--- config.mk ---
export PLATFORM = sky130hd
export DESIGN_NAME = icy_metadata_stream_splitter
export DESIGN_NICKNAME = d
export VERILOG_FILES = /design/src/icy_pkg.sv /design/src/icy_front.sv /design/src/icy_queue.sv /design/src/icy_back.sv /design/src/icy_metadata_stream_splitter.sv
export SDC_FILE = /design/constraint.sdc
export NUM_CORES = 1
export LEC_CHECK = 0
export BUFFER_PORTS_ARGS = -buffer_cell sky130_fd_sc_hd__buf_2
export CORE_MARGIN = 2
export CORE_UTILIZATION = 50
export CTS_BUF_LIST = sky130_fd_sc_hd__clkbuf_16
export DETAILED_ROUTE_END_ITERATION = 7
export PLACE_DENSITY = 0.67
export SLEW_MARGIN = 20
export SYNTH_ARGS = -nofsm -noshare
export SYNTH_HDL_FRONTEND = slang
export SYNTH_HIERARCHICAL = 1
export SYNTH_SLANG_ARGS = --single-unit
--- constraint.sdc ---
create_clock -name clk -period 8.05 [get_ports clk]
set_input_delay 2.415 -clock clk [delete_from_list [all_inputs] [get_ports clk]]
set_output_delay 2.415 -clock clk [all_outputs]
set_load 0.01 [all_outputs]
--- src/icy_pkg.sv ---
// shared types and constants for the icy metadata stream splitter
`timescale 1ns / 1ps

package icy_pkg;

  // longest title kept is TITLE_MAX-1 characters
  localparam int TITLE_MAX = 64;
  localparam logic [7:0] TITLE_LIM = 8'(TITLE_MAX - 1);

  // result kinds
  localparam logic [1:0] KIND_AUDIO = 2'd0;
  localparam logic [1:0] KIND_CHAR  = 2'd1;
  localparam logic [1:0] KIND_DONE  = 2'd2;
  localparam logic [1:0] KIND_ABORT = 2'd3;

  // special bytes inside a metadata block
  localparam logic [7:0] CHAR_QUOTE = 8'h27;
  localparam logic [7:0] CHAR_SEMI  = 8'h3B;

  localparam logic [15:0] INTERVAL_RESET = 16'd8192;

  // queue between front and back, power of two so the pointers wrap by themselves
  localparam int QUEUE_DEPTH = 4;
  localparam int QPTR_W      = $clog2(QUEUE_DEPTH);

  typedef enum logic [1:0] {
    PH_AUDIO = 2'd0,
    PH_LEN   = 2'd1,
    PH_META  = 2'd2
  } phase_t;

  typedef enum logic [1:0] {
    TP_BEFORE = 2'd0,
    TP_IN     = 2'd1,
    TP_DONE   = 2'd2
  } title_phase_t;

  // one or two results caused by one input byte
  typedef struct packed {
    logic       two;
    logic [1:0] kind0;
    logic [7:0] value0;
    logic [1:0] kind1;
    logic [7:0] value1;
  } icy_ent_t;

endpackage

--- src/icy_front.sv ---
// front end: takes stream bytes, tracks framing and title state, queues results
`timescale 1ns / 1ps

module icy_front import icy_pkg::*; (
  input  logic        clk,
  input  logic        rst,
  input  logic        cfg_wr_en,
  input  logic [15:0] cfg_wr_data,
  input  logic        in_valid,
  output logic        in_stall,
  input  logic [7:0]  data_byte,
  input  logic        q_full,
  output logic        q_push,
  output icy_ent_t    q_ent
);

  logic [15:0]  meta_interval;
  logic [15:0]  audio_left, audio_left_next;
  phase_t       phase, phase_next;
  logic [11:0]  meta_left, meta_left_next;
  title_phase_t title_phase, title_phase_next;
  logic         quote_held, quote_held_next;
  logic [7:0]   title_count, title_count_next;

  logic         accept;
  logic [15:0]  reload;

  assign in_stall = q_full;
  assign accept   = in_valid && !q_full;
  assign reload   = (meta_interval == 16'd0) ? 16'd1 : meta_interval;

  always_ff @(posedge clk) begin
    if (rst) begin
      meta_interval <= INTERVAL_RESET;
    end else if (cfg_wr_en) begin
      meta_interval <= cfg_wr_data;
    end
  end

  always_ff @(posedge clk) begin
    if (rst) begin
      audio_left  <= INTERVAL_RESET;
      phase       <= PH_AUDIO;
      meta_left   <= '0;
      title_phase <= TP_BEFORE;
      quote_held  <= 1'b0;
      title_count <= '0;
    end else if (accept) begin
      audio_left  <= audio_left_next;
      phase       <= phase_next;
      meta_left   <= meta_left_next;
      title_phase <= title_phase_next;
      quote_held  <= quote_held_next;
      title_count <= title_count_next;
    end
  end

  always_comb begin
    logic [15:0] a;
    logic [15:0] a_dec;
    logic [11:0] ml;
    logic        e_quote;
    logic        e_char;
    logic [7:0]  cnt1;

    audio_left_next  = audio_left;
    phase_next       = phase;
    meta_left_next   = meta_left;
    title_phase_next = title_phase;
    quote_held_next  = quote_held;
    title_count_next = title_count;
    q_push           = 1'b0;
    q_ent.two        = 1'b0;
    q_ent.kind0      = KIND_AUDIO;
    q_ent.value0     = data_byte;
    q_ent.kind1      = KIND_CHAR;
    q_ent.value1     = data_byte;
    a                = (audio_left == 16'd0) ? 16'd1 : audio_left;
    a_dec            = '0;
    ml               = meta_left - 12'd1;
    e_quote          = 1'b0;
    e_char           = 1'b0;
    cnt1             = title_count;

    case (phase)
      PH_LEN: begin
        if (data_byte == 8'd0) begin
          phase_next      = PH_AUDIO;
          audio_left_next = reload;
        end else begin
          meta_left_next   = {data_byte, 4'b0000};
          title_phase_next = TP_BEFORE;
          quote_held_next  = 1'b0;
          title_count_next = '0;
          phase_next       = PH_META;
        end
      end
      PH_META: begin
        if (meta_left == 12'd0) begin
          // block already spent: back to audio with a fresh interval
          a               = reload;
          a_dec           = a - 16'd1;
          q_push          = 1'b1;
          audio_left_next = a_dec;
          phase_next      = (a_dec == 16'd0) ? PH_LEN : PH_AUDIO;
        end else begin
          meta_left_next = ml;
          case (title_phase)
            TP_BEFORE: begin
              if (data_byte == CHAR_QUOTE) title_phase_next = TP_IN;
            end
            TP_IN: begin
              if (quote_held) begin
                if (data_byte == CHAR_SEMI) begin
                  quote_held_next  = 1'b0;
                  title_phase_next = TP_DONE;
                  q_push           = 1'b1;
                  q_ent.kind0      = KIND_DONE;
                  q_ent.value0     = 8'd0;
                end else begin
                  // held quote was a plain character after all
                  e_quote = (title_count < TITLE_LIM);
                  cnt1    = title_count + {7'd0, e_quote};
                  if (data_byte == CHAR_QUOTE) begin
                    quote_held_next = 1'b1;
                  end else begin
                    quote_held_next = 1'b0;
                    e_char          = (cnt1 < TITLE_LIM);
                  end
                end
              end else if (data_byte == CHAR_QUOTE) begin
                quote_held_next = 1'b1;
              end else begin
                e_char = (title_count < TITLE_LIM);
              end
              title_count_next = cnt1 + {7'd0, e_char};
              if (e_quote || e_char) begin
                q_push       = 1'b1;
                q_ent.two    = e_quote && e_char;
                q_ent.kind0  = KIND_CHAR;
                q_ent.value0 = e_quote ? CHAR_QUOTE : data_byte;
              end
            end
            default: begin
              // title done: rest of block ignored
            end
          endcase
          if (ml == 12'd0) begin
            // last byte of the block: an open title aborts
            if (title_phase_next == TP_IN) begin
              q_push       = 1'b1;
              q_ent.two    = 1'b0;
              q_ent.kind0  = KIND_ABORT;
              q_ent.value0 = 8'd0;
            end
            quote_held_next  = 1'b0;
            title_phase_next = TP_BEFORE;
            title_count_next = '0;
            phase_next       = PH_AUDIO;
            audio_left_next  = reload;
          end
        end
      end
      default: begin
        a_dec           = a - 16'd1;
        q_push          = 1'b1;
        audio_left_next = a_dec;
        phase_next      = (a_dec == 16'd0) ? PH_LEN : PH_AUDIO;
      end
    endcase

    if (!accept) q_push = 1'b0;
  end

endmodule

--- src/icy_queue.sv ---
// short result queue between front and back
`timescale 1ns / 1ps

module icy_queue import icy_pkg::*; (
  input  logic     clk,
  input  logic     rst,
  input  logic     push,
  input  icy_ent_t push_ent,
  output logic     full,
  input  logic     pop,
  output logic     nonempty,
  output icy_ent_t head
);

  icy_ent_t            slots [QUEUE_DEPTH];
  logic [QPTR_W-1:0]   wr_ptr;
  logic [QPTR_W-1:0]   rd_ptr;
  logic [QPTR_W:0]     count;
  logic                do_push;
  logic                do_pop;

  assign full     = (count == (QPTR_W + 1)'(QUEUE_DEPTH));
  assign nonempty = (count != '0);
  assign do_push  = push && !full;
  assign do_pop   = pop && nonempty;
  assign head     = slots[rd_ptr];

  always_ff @(posedge clk) begin
    if (do_push) slots[wr_ptr] <= push_ent;
  end

  always_ff @(posedge clk) begin
    if (rst) begin
      wr_ptr <= '0;
      rd_ptr <= '0;
      count  <= '0;
    end else begin
      if (do_push) wr_ptr <= wr_ptr + QPTR_W'(1);
      if (do_pop)  rd_ptr <= rd_ptr + QPTR_W'(1);
      if (do_push && !do_pop)      count <= count + (QPTR_W + 1)'(1);
      else if (do_pop && !do_push) count <= count - (QPTR_W + 1)'(1);
    end
  end

endmodule

--- src/icy_back.sv ---
// back end: plays queued entries out as one or two result beats
`timescale 1ns / 1ps

module icy_back import icy_pkg::*; (
  input  logic       clk,
  input  logic       rst,
  input  logic       q_nonempty,
  input  icy_ent_t   q_head,
  output logic       q_pop,
  output logic       out_valid,
  input  logic       out_stall,
  output logic [1:0] kind,
  output logic [7:0] value,
  output logic       last
);

  icy_ent_t ent;
  logic     ent_valid;
  logic     second;
  logic     take;
  logic     load;

  assign out_valid = ent_valid;
  assign kind      = second ? ent.kind1 : ent.kind0;
  assign value     = second ? ent.value1 : ent.value0;
  assign last      = second || !ent.two;
  assign take      = ent_valid && !out_stall;
  assign load      = !ent_valid || (take && last);
  assign q_pop     = load && q_nonempty;

  always_ff @(posedge clk) begin
    if (q_pop) ent <= q_head;
  end

  always_ff @(posedge clk) begin
    if (rst) begin
      ent_valid <= 1'b0;
      second    <= 1'b0;
    end else if (load) begin
      ent_valid <= q_nonempty;
      second    <= 1'b0;
    end else if (take) begin
      second <= 1'b1;
    end
  end

endmodule

--- src/icy_metadata_stream_splitter.sv ---
// top level of the icy metadata stream splitter
`timescale 1ns / 1ps

// Splits the body of an ICY stream, one byte per beat, into audio bytes and
// the stream title. After every meta_interval audio bytes a length byte L
// follows, then 16*L metadata bytes (L of zero: no block). Audio bytes come
// out as kind 0; inside a block the text between the first quote and a quote
// followed by a semicolon comes out as kind 1 characters (at most 63), then a
// kind 2 marker; a block that ends with the title still open gives a kind 3
// marker instead. last marks the final result of each input byte, and bytes
// that cause no result (length byte, metadata outside the title) give none.
// An input beat can be taken every cycle while the queue is not full: the
// front end updates the framing counters and title state and writes the
// results of the byte into a four entry queue; the back end plays each
// entry out from an output register. A byte that yields two results (a
// held quote plus a character) holds the output for both, and the queue
// absorbs that, so input stalls only when such bytes come in a dense run
// or the output is stalled. The user writes meta_interval (reset 8192, zero
// acts as one) with cfg_wr_en only while the block is idle, which the block
// does not enforce; it takes effect at the next audio counter reload.

module icy_metadata_stream_splitter import icy_pkg::*; (
  input  logic        clk,
  input  logic        rst,
  input  logic        cfg_wr_en,
  input  logic [15:0] cfg_wr_data,
  input  logic        in_valid,
  output logic        in_stall,
  input  logic [7:0]  data_byte,
  output logic        out_valid,
  input  logic        out_stall,
  output logic [1:0]  kind,
  output logic [7:0]  value,
  output logic        last
);

  // front to queue
  logic     q_push;
  icy_ent_t q_ent;
  logic     q_full;

  // queue to back
  logic     q_pop;
  logic     q_nonempty;
  icy_ent_t q_head;

  icy_front u_front (
    .clk         (clk),
    .rst         (rst),
    .cfg_wr_en   (cfg_wr_en),
    .cfg_wr_data (cfg_wr_data),
    .in_valid    (in_valid),
    .in_stall    (in_stall),
    .data_byte   (data_byte),
    .q_full      (q_full),
    .q_push      (q_push),
    .q_ent       (q_ent)
  );

  icy_queue u_queue (
    .clk      (clk),
    .rst      (rst),
    .push     (q_push),
    .push_ent (q_ent),
    .full     (q_full),
    .pop      (q_pop),
    .nonempty (q_nonempty),
    .head     (q_head)
  );

  icy_back u_back (
    .clk        (clk),
    .rst        (rst),
    .q_nonempty (q_nonempty),
    .q_head     (q_head),
    .q_pop      (q_pop),
    .out_valid  (out_valid),
    .out_stall  (out_stall),
    .kind       (kind),
    .value      (value),
    .last       (last)
  );

endmodule

Word-level counts from Yosys, hierarchy flattened
Memory sizes are Yosys's and may differ from the RTL's. A register that Yosys moved wholly into a read port is not among the register bits.
Cells that the tools add are included.
W data, S select, Z words.
Storage, ports and cells
  input bits: 29
  bits in registers: 68
  memory bits (writable): 76
  memories: 1
Memories
  u_queue.slots: depth 4, bits a word 19, rd ports 1, clocked after Yosys merged registers in 1, wr ports 1, RTL line icy_queue.sv:15  | icy_ent_t slots [QUEUE_DEPTH];
Cells by class
  reduce and logical (&&, ||, !) cells: 34
  mux-type cells: 79
  $add $sub $neg: 9
  order comparisons: 2
  equal/unequal tests: 12
Operators with widths (count)
  $mux W8: 11
  $mux W16: 5
  $mux W11: 6
  $logic_not A16 Y1: 4
  $pmux W16 S2: 1
  $sub A16 B1 Y16 const B: 2
  $mux W1: 31
  $logic_not A12 Y1: 2
  $mux W12: 2
  $mux W2: 12
  $pmux W12 S2: 1
  $mux W10: 2
  $add A8 B1 Y8: 2
  $eq A8 B6 Y1 const B: 2
  $lt A8 B6 Y1 const B: 2
  $pmux W8 S2: 1
  $pmux W2 S2: 3
  $sub A12 B1 Y12 const B: 1
  $logic_and A1 B1 Y1: 9
  $logic_not A8 Y1: 1
  $eq A2 B1 Y1 const B: 3
  $logic_not A1 Y1: 6
  $mux W3: 2
  $reduce_and A5 Y1: 1
  18 further kinds: 24

Longest topological paths before layout
Gate-level depths: netlist of the first run.
  word-level depth: 22
  gate-level depth with buffers: 19

By module
Netlist of the first run, hierarchy kept.
By module, submodules not included
  icy_front: sequential area each 1141.1 sq um, times used 1, cells an instance 628, area an instance 4565.6 sq um
  icy_queue: sequential area each 2702.6 sq um, times used 1, cells an instance 157, area an instance 3499.6 sq um
  icy_back: sequential area each 670.6 sq um, times used 1, cells an instance 43, area an instance 882.1 sq um

Worst setup path after synthesis of the first run
Ideal clock, no wire load.
  kind: input to register
  start point: input data_byte[5]
  end point: register u_queue.count[2]
  setup slack: 2811 ps
  required time: 7980 ps
  path buffers: 1
  setup time: 70 ps
  stages: 14
  data arrival time: 5169 ps
  cells stage by stage: and3_1 > clkbuf_1 > a31oi_1 > nand3_1 > o21a_1 > a311oi_1 > inv_1 > nor2_2 > ha_1 > inv_1 > fa_1 > xor2_1 > or3_1 > a21oi_1
On the way
  cells in the longest elaborated chain, start to end: 19
  elaborated cells between the ends (all ways): 37
  classes of those cells: 3 x eq/ne; 28 x mux; 6 x reduce/logical
Ends and longest elaborated chain
  from (decl): RTL line icy_metadata_stream_splitter.sv:29  | input logic [7:0] data_byte,
  $eq A8 B6 Y1: RTL line icy_front.sv:110, icy_front.sv:124, icy_front.sv:131
  $mux W1: RTL line icy_front.sv:124  | if (data_byte == CHAR_QUOTE) begin
  $mux W1: RTL line icy_front.sv:114  | if (data_byte == CHAR_SEMI) begin
  $mux W1: RTL line icy_front.sv:113  | if (quote_held) begin
  $mux W1: RTL line icy_front.sv:108  | case (title_phase)
  $mux W1: RTL line icy_front.sv:99  | if (meta_left == 12'd0) begin
  $mux W1: RTL line icy_front.sv:85  | case (phase)
  $logic_or A1 B1 Y1: RTL line icy_front.sv:137  | if (e_quote || e_char) begin
  (+5 left out)
  $pmux W1 S2 (*): RTL line icy_front.sv:85
  $mux W1 (*): RTL line icy_front.sv:172  | if (!accept) q_push = 1'b0;
  net q_push: RTL line icy_metadata_stream_splitter.sv:38  | logic q_push;
  $logic_and A1 B1 Y1 (*): RTL line icy_queue.sv:24  | assign do_push = push && !full;
  net u_queue.do_push: RTL line icy_queue.sv:19  | logic do_push;
  $logic_not A1 Y1: RTL line icy_queue.sv:41  | else if (do_pop && !do_push) count <= count - (QPTR_W + 1)'(1);
  $logic_and A1 B1 Y1: RTL line icy_queue.sv:41
  $reduce_bool A2 Y1 (no source line)
  to (signal assigned): RTL line icy_queue.sv:40  | if (do_push && !do_pop) count <= count + (QPTR_W + 1)'(1);
  to (signal assigned): RTL line icy_queue.sv:41
  to (decl): RTL line icy_queue.sv:18  | logic [QPTR_W:0] count;
Mark *: on every way through the listed nets, which the timed path passes. The rest lies on a longest branch. The select of a mux whose other input is x is not followed.
A chain may end at the register's enable or synchronous reset.

Final worst setup path of the first run
  start point: input data_byte[1]
  end point: register u_queue.count[2]
The elaborated chain is that of the path after synthesis.

==> results of run 1 <==
[flip-flops by register name, summed over array words and instances (netlist names), 3 cells and up, named ones only]
name / flops
u_queue/count: 3
u_front/audio_left: 16
u_queue/slots: 84
u_back/ent: 21
u_front/title_count: 8
u_front/meta_interval: 16
u_front/meta_left: 12
[cells in the mapped netlist (4+ instances only)]
master      n
a22o_1      4
a21oi_1    59
inv_1      29
mux2_4     10
xnor2_1     4
buf_2       4
nand4_1     5
nor4_1     16
o21ai_1     4
dfxtp_1    68
mux2i_1    20
and2_1      9
a211oi_1    7
xor2_1     13
o21ai_0    38
o211ai_1    8
o31ai_1    12
mux4_2     21
buf_6       7
nand3b_1    5
buf_4      13
ha_1       17
o22ai_1     6
nand2b_1    9
a31oi_1    12
edfxtp_1  105
nor3_1     18
o21a_1      4
nand2_1    65
clkbuf_1   34
nor2_1     69
or4_1       8
nor4_2      4
or3_1      12
nand3_1    20
and3_1      9
[worst register-to-register path: stages (launching register included)]
cell and delay (ns):
dfxtp_1 0.46, and4_1 0.28, a311oi_1 0.75, ha_1 0.44, ha_1 0.37, inv_1 0.16
a31oi_1 0.19, o31ai_1 0.14, o21a_1 0.23, a311oi_1 0.28, inv_1 0.11, nor2_2 0.23
ha_1 0.22, inv_1 0.06, fa_1 0.37, xor2_1 0.17, or3_1 0.31, a21oi_1 0.15
[stage by stage]
stage               power [W]  cells
floorplan             0.00186    828
global placement      0.00205   1040
detailed placement    0.00207   1040
CTS                   0.00286   1072
global route          0.00301   1072
finish                0.00284   1073
[final timing paths]
check | end | slack, ns | depth (start not counted)
setup / recovery | u_queue/count[2] | 2.66 | 14
hold reg to reg | u_front/phase[1] | 0.49 | 2
hold / removal | u_front/phase[1] | 0.49 | 2
setup reg to reg | u_queue/count[2] | 3.05 | 17
[power by group through the flow]
stage	clock network [W]	logic, W	registers, W
6_report	0.000790	0.000815	0.00124
5_1_grt	0.000845	0.000913	0.00125
4_1_cts	0.000809	0.000818	0.00124
3_5_place_dp	0	0.000814	0.00126
3_3_place_gp	0	0.000801	0.00124
2_1_floorplan	0	0.000650	0.00121
[logic make-up after synthesis]
logic type,after synthesis
AND/OR/NAND/NOR,279
AO/OA/AOI/OAI,195
flip-flops,173
buffers and inverters,91
multiplexers,53
adder cells (fa/ha/maj),18
XOR/XNOR,17
other,2
[metal layers]
metal | GRT usage, % | vias up | part of all wire (%)
met4 | 9.01 | 0 | 2.6
met3 | 3.94 | 46 | 3.8
met2 | 40.0 | 167 | 52
met5 | 0 | - | 0
met1 | 26.7 | 3234 | 42
li1 | - | 3143 | -
[cell type report]
class                           count  area (sq um)
Sequential cell                   173          4510
Clock buffer                       17           425
Timing Repair Buffer               47           250
Inverter                           31           116
Clock inverter                     15           148
Antenna cell                        1          2.50
Multi-Input combinational cell    564          3990
Tap cell                          225           282
Fill cell                        1539          7690
==> reports/metrics.yaml, run 1 <==
synthesis:
  synth_nets: 875
  synth.distinct_cells: 82
  syn_inst: 828
  synth_xor_area_share_pct: 1.66
  yosys.area_share.simple_pct: 16.6
  yosys_warnings: 6
  ys_top_cells_by_area: "edfxtp_1, dfxtp_1, mux4_2, a21oi_1, nor2_1"
  ys_seq_elements: 173
  synth.area.mux_share_pct: 9.45
  synth_compound_area_share_pct: 14.1
  synth_top_area_share_pct: 35.2
  yosys.area.top_type: "edfxtp_1"
  ys_seq_area_share_pct: 50.5
  postSynth.asyncResetShare_pct: 0
  avgSynthCellArea_sq_um: 10.8
  synth_top_family_by_area: "simple AND/OR/NAND/NOR gates"
  syn_area_sq_um: 8950
  synth_edf_count: 105
  synth_fa_ha_area_share_pct: 2.60
  synth_ff_type: "edfxtp_1"
finish:
  layout_common_cells: "edfxtp_1, nor2_1, dfxtp_1"
  final_common_cell: "edfxtp_1"
  utilization_pct: 55.8
  nets: 881
  syn_to_final_growth_pct: 8.67
  final_area_sq_um: 9720
  drive_gt1_share_pct: 15.3
worst_setup_path:
  crit_chain: "buf_2 > and3_1 > a31oi_1 > nand3_1 > o21a_1 > a311oi_1 > inv_1 > nor2_2 > ha_1 > inv_1 > fa_1 > xor2_1 > or3_1 > a21oi_1"
  critical_path_class: "in -> reg"
  cp_slowest_cell: "a31oi_1"
  max_stage_delay_ns: 0.58
  cp-startpoint: "data_byte[1]"
  critPathMaxFanout: 8
  critical_path_buf_inv_count: 3
  worstReg2RegStart: "u_front/title_count[2]"
  critPathRequiredTime_ns: 8.41
  cp_top_family: "compound AO/OA/AOI/OAI gates"
  cp.arrival_ns: 5.74
  startpoint_type: "primary input"
  crit_top_cell: "inv_1"
  crit_path_end_kind: "flop"
global_route:
  grt.overflow.total: 0
  antenna_found_initial: 1
  grt_max_degree: 66
  track_usage_pct: 22.4
  grt_pass1_vias: 6411
  grt_pass1_wl_um: 32700
pwr:
  intPower_w: 0.00189
  p_leak_nw: 3.43
  p_sw_share_pct: 33.4
  ir_worst_vdd_v: 0.000245
  switchingPower_w: 0.000948
  seqPwrFrac_pct: 43.5
  power_density_nw_per_um2: 292
  clockPowerShare_pct: 27.8
  comb_power_share_pct: 28.7
cts:
  root_buffer: "clkbuf_16"
  clk_path_buf_depth: 2
  cts-resized-gates: 0
  cts.sinks: 173
  hold_buffers: 0
  post_cts_buffers: 0
  insertion_delay_ns: 0.43
  cts_tree: "yes"
  cts_buffers: 17
  htreeDepth: 4
  clk_pin_slew_worst_paths_ns: 0.07
floorplanning:
  core_area_sq_um: 17400
  io_pins: 42
  num_rows: 48
  die_area_sq_um: 19000
  start_util_pct: 51.4
  chipHeight_um: 138
  die_w_um: 138
drt:
  wl_um: 20100
  viasPerCell: 6.14
  ant_nets: 0
  drcViolationCount: 0
  drtPass1Iterations: 4
  vias: 6590
  wl_per_cell_um: 18.7
  initialDrtViolationCount: 436
sta:
  min_period_ns: 5.39
  setup_viol: 0
  hold_viol: 0
  slew_headroom_pct: 24.3
  slew_viol_final: 0
  worst_pin_slew_ns: 1.14
  setup_ws_ns: 2.66
  finalClockSkew_ns: 0.00942
  holdWs_ns: 0.490
  fmax_ghz: 0.186
  min_period_over_period_pct: 66.9
  setup_tns_ns: 0
  rsz0062_at_grt: "no"
place:
  place_congestion: 0.874
  dp_slack_ns: 2.24
  port_buffers: 41
  dpl_cell_area_sq_um: 9150
  dp_hpwl_um: 13800
status:
  status: "finished clean"
hold_path:
  holdCritStartpoint: "u_front/phase[1]"
  hp-class: "reg -> reg"
flow_run:
  cap_violations: 0
(Power assumes the default switching activity.)
==> inputs of run 2 (changes only) <==
- ABC_AREA: unset -> 1
- clock period: 8.05 -> 5.2 ns (I/O delays scaled with it)
==> reports/metrics.yaml, run 2 <==
hold_path:
  whs_path_depth: 2
  hp-class: "reg -> reg"
  holdCritStartpoint: "u_front/phase[1]"
  hold_path_end: "u_front/phase[1]"
worst_setup_path:
  critPathRequiredTime_ns: 5.52
  crit_path_end_kind: "flop"
  critical_path_class: "in -> reg"
  worstReg2RegStart: "u_front/title_count[4]"
  r2r-end: "u_queue/count[2]"
  critPathMaxFanout: 9
  startpoint_type: "primary input"
  reg2reg_depth: 26
  cp.arrival_ns: 4.43
  r2r_setup_slack_ns: 1.39
drt:
  drcViolationCount: 0
  initialDrtViolationCount: 479
  drtPass1Iterations: 5
  vias: 7497
  ant_nets: 0
  wl_um: 20900
  viasPerCell: 5.38
  wl_per_cell_um: 15.0
place:
  port_buffers: 41
  dp_slack_ns: 0.698
  place_congestion: 0.921
  dp_hpwl_um: 14700
cts:
  cts_buffers: 17
  clk_pin_slew_worst_paths_ns: 0.07
  htreeDepth: 4
  clk_path_buf_depth: 2
  cts.sinks: 173
  root_buffer: "clkbuf_16"
  cts-resized-gates: 0
  hold_buffers: 0
  insertion_delay_ns: 0.43
  post_cts_buffers: 0
  cts_tree: "yes"
finish:
  reg.largest.list: "u_queue/slots x84, u_back/ent x21"
  final_common_cell: "nand2_1"
  antenna_cells: 0
  top_register: "u_queue/slots"
  syn_to_final_growth_pct: 8.95
  seq_area_sq_um: 4510
  fillers: 1675
  nets: 1199
  layout_common_cells: "nand2_1, nor2_1, inv_1"
  drive_gt1_share_pct: 10.6
  largest_reg_flops: 84
  multiInputGateArea_sq_um: 3880
synthesis:
  syn_inst: 1126
  ys_top_cells_by_area: "edfxtp_1, dfxtp_1, nand2_1, nor2_1, inv_1"
  yosys_warnings: 6
  synth_ff_type: "edfxtp_1"
  yosys.area.top_type: "edfxtp_1"
  synth_top_area_share_pct: 34.4
  synth_nets: 1173
  ys_seq_elements: 173
  synth_edf_count: 105
  synthTopCellsByCount: "nand2_1, nor2_1, inv_1, edfxtp_1, o21ai_0"
  yosysMostFrequentCell: "nand2_1"
  avgSynthCellArea_sq_um: 8.14
  syn_area_sq_um: 9160
  ys_seq_area_share_pct: 49.3
  postSynth.asyncResetShare_pct: 0
  synth.distinct_cells: 46
sta:
  min_period_over_period_pct: 78.9
  fmax_ghz: 0.244
  setup_tns_ns: 0
  worst_pin_slew_ns: 0.938
  finalClockSkew_ns: 0.0114
  slew_headroom_pct: 37.4
  setup_viol: 0
  setup_ws_ns: 1.10
  rsz0062_at_grt: "no"
  hold_viol: 0
  slew_viol_final: 0
  min_period_ns: 4.10
global_route:
  grt_pass1_vias: 7192
  grt_pass1_wl_um: 34400
  grt_max_degree: 44
  track_usage_pct: 22.1
  grt.overflow.total: 0
  antenna_found_initial: 0
status:
  status: "finished clean"
flow_run:
  cap_violations: 0
floorplanning:
  core_area_sq_um: 18000
  num_rows: 49
  start_util_pct: 51.0
  die_w_um: 139
  chipHeight_um: 139
  io_pins: 42
  die_area_sq_um: 19400
pwr:
  power_density_nw_per_um2: 505
  ir_worst_vdd_v: 0.000316
  p_leak_nw: 4.20
==> run 2: worst max path at each step <==
stage	start	end	slack, ns
final	data_byte[2]	u_queue/count[2]	1.10
after detailed placement	data_byte[2]	u_queue/count[2]	0.70
after CTS	data_byte[2]	u_queue/count[2]	1.14
after global routing	data_byte[2]	u_queue/count[2]	0.87
after global placement	data_byte[2]	u_queue/count[2]	0.82
after floorplan	data_byte[2]	u_queue/slots[0][0]	1.07
==> run 2: through the flow <==
stage	instances	instance area (sq um)	power [W]	utilization, %	hold slack [ns]
after global routing	1394	9980	0.00540	55.6	0.510
after floorplan	1126	9160	0.00343	-	0.451
after global placement	1362	9430	0.00382	52.5	0.466
after detailed placement	1362	9430	0.00386	52.5	0.485
final	1394	9980	0.00504	55.6	0.496
after CTS	1394	9980	0.00507	55.6	0.496
==> run 2: critical path, cell delays in order <==
cell     delay, ns
buf_2         0.18
inv_1         0.06
nand4_1       0.09
nor2_1        0.06
nor2_1        0.37
nand2_1       0.13
nor2_1        0.09
o21ai_0       0.08
nand2_1       0.08
nand3_1       0.07
nand3_1       0.10
nor2_1        0.08
nor2_1        0.27
nand2_4       0.13
inv_4         0.08
ha_1          0.16
inv_1         0.07
fa_1          0.38
inv_1         0.07
nand2_1       0.05
nand3_1       0.10
nand2_1       0.07
nand2_1       0.06
nor2_1        0.04
==> run 2: metal layers <==
| metal | vias to the layer above | share of wire, % | track usage, % |
|---|---|---|---|
| met2 | 167 | 51 | 39.6 |
| met1 | 3482 | 43 | 26.1 |
| met4 | 0 | 2.3 | 9.25 |
| met3 | 37 | 3.7 | 3.79 |
| met5 | - | 0 | 0 |
| li1 | 3811 | - | - |
==> run 2: area by class of cell <==
cell class,count,area share [%]
flip-flops and latches,173,45.2
repair buffers,49,2.66
well taps,229,2.87
clock buffers,17,4.26
clock inverters,15,1.27
multi-input cells,787,38.9
inverters,124,4.79
==> run 2: kinds of logic (layout without fill, tap and decap cells) <==
family,Yosys count,count (layout),share of synthesized area (%)
other,2,2,0.0820
DFF,173,173,49.3
adders and majority gates,18,18,2.54
xor gates and xnor gates,22,22,2.10
AOI/OAI and AO/OA,202,202,11.9
and+or+nand+nor,543,543,25.7
buffers and inverters,166,205,8.43
==> run 2: where the power goes <==
group | internal [W] | leakage, nW | switching, W
Clock | 0.000629 | 0.274 | 0.000571
Combinational | 0.000610 | 2.38 | 0.00126
Sequential | 0.00181 | 1.54 | 0.000156
Total | 0.00305 | 4.20 | 0.00199
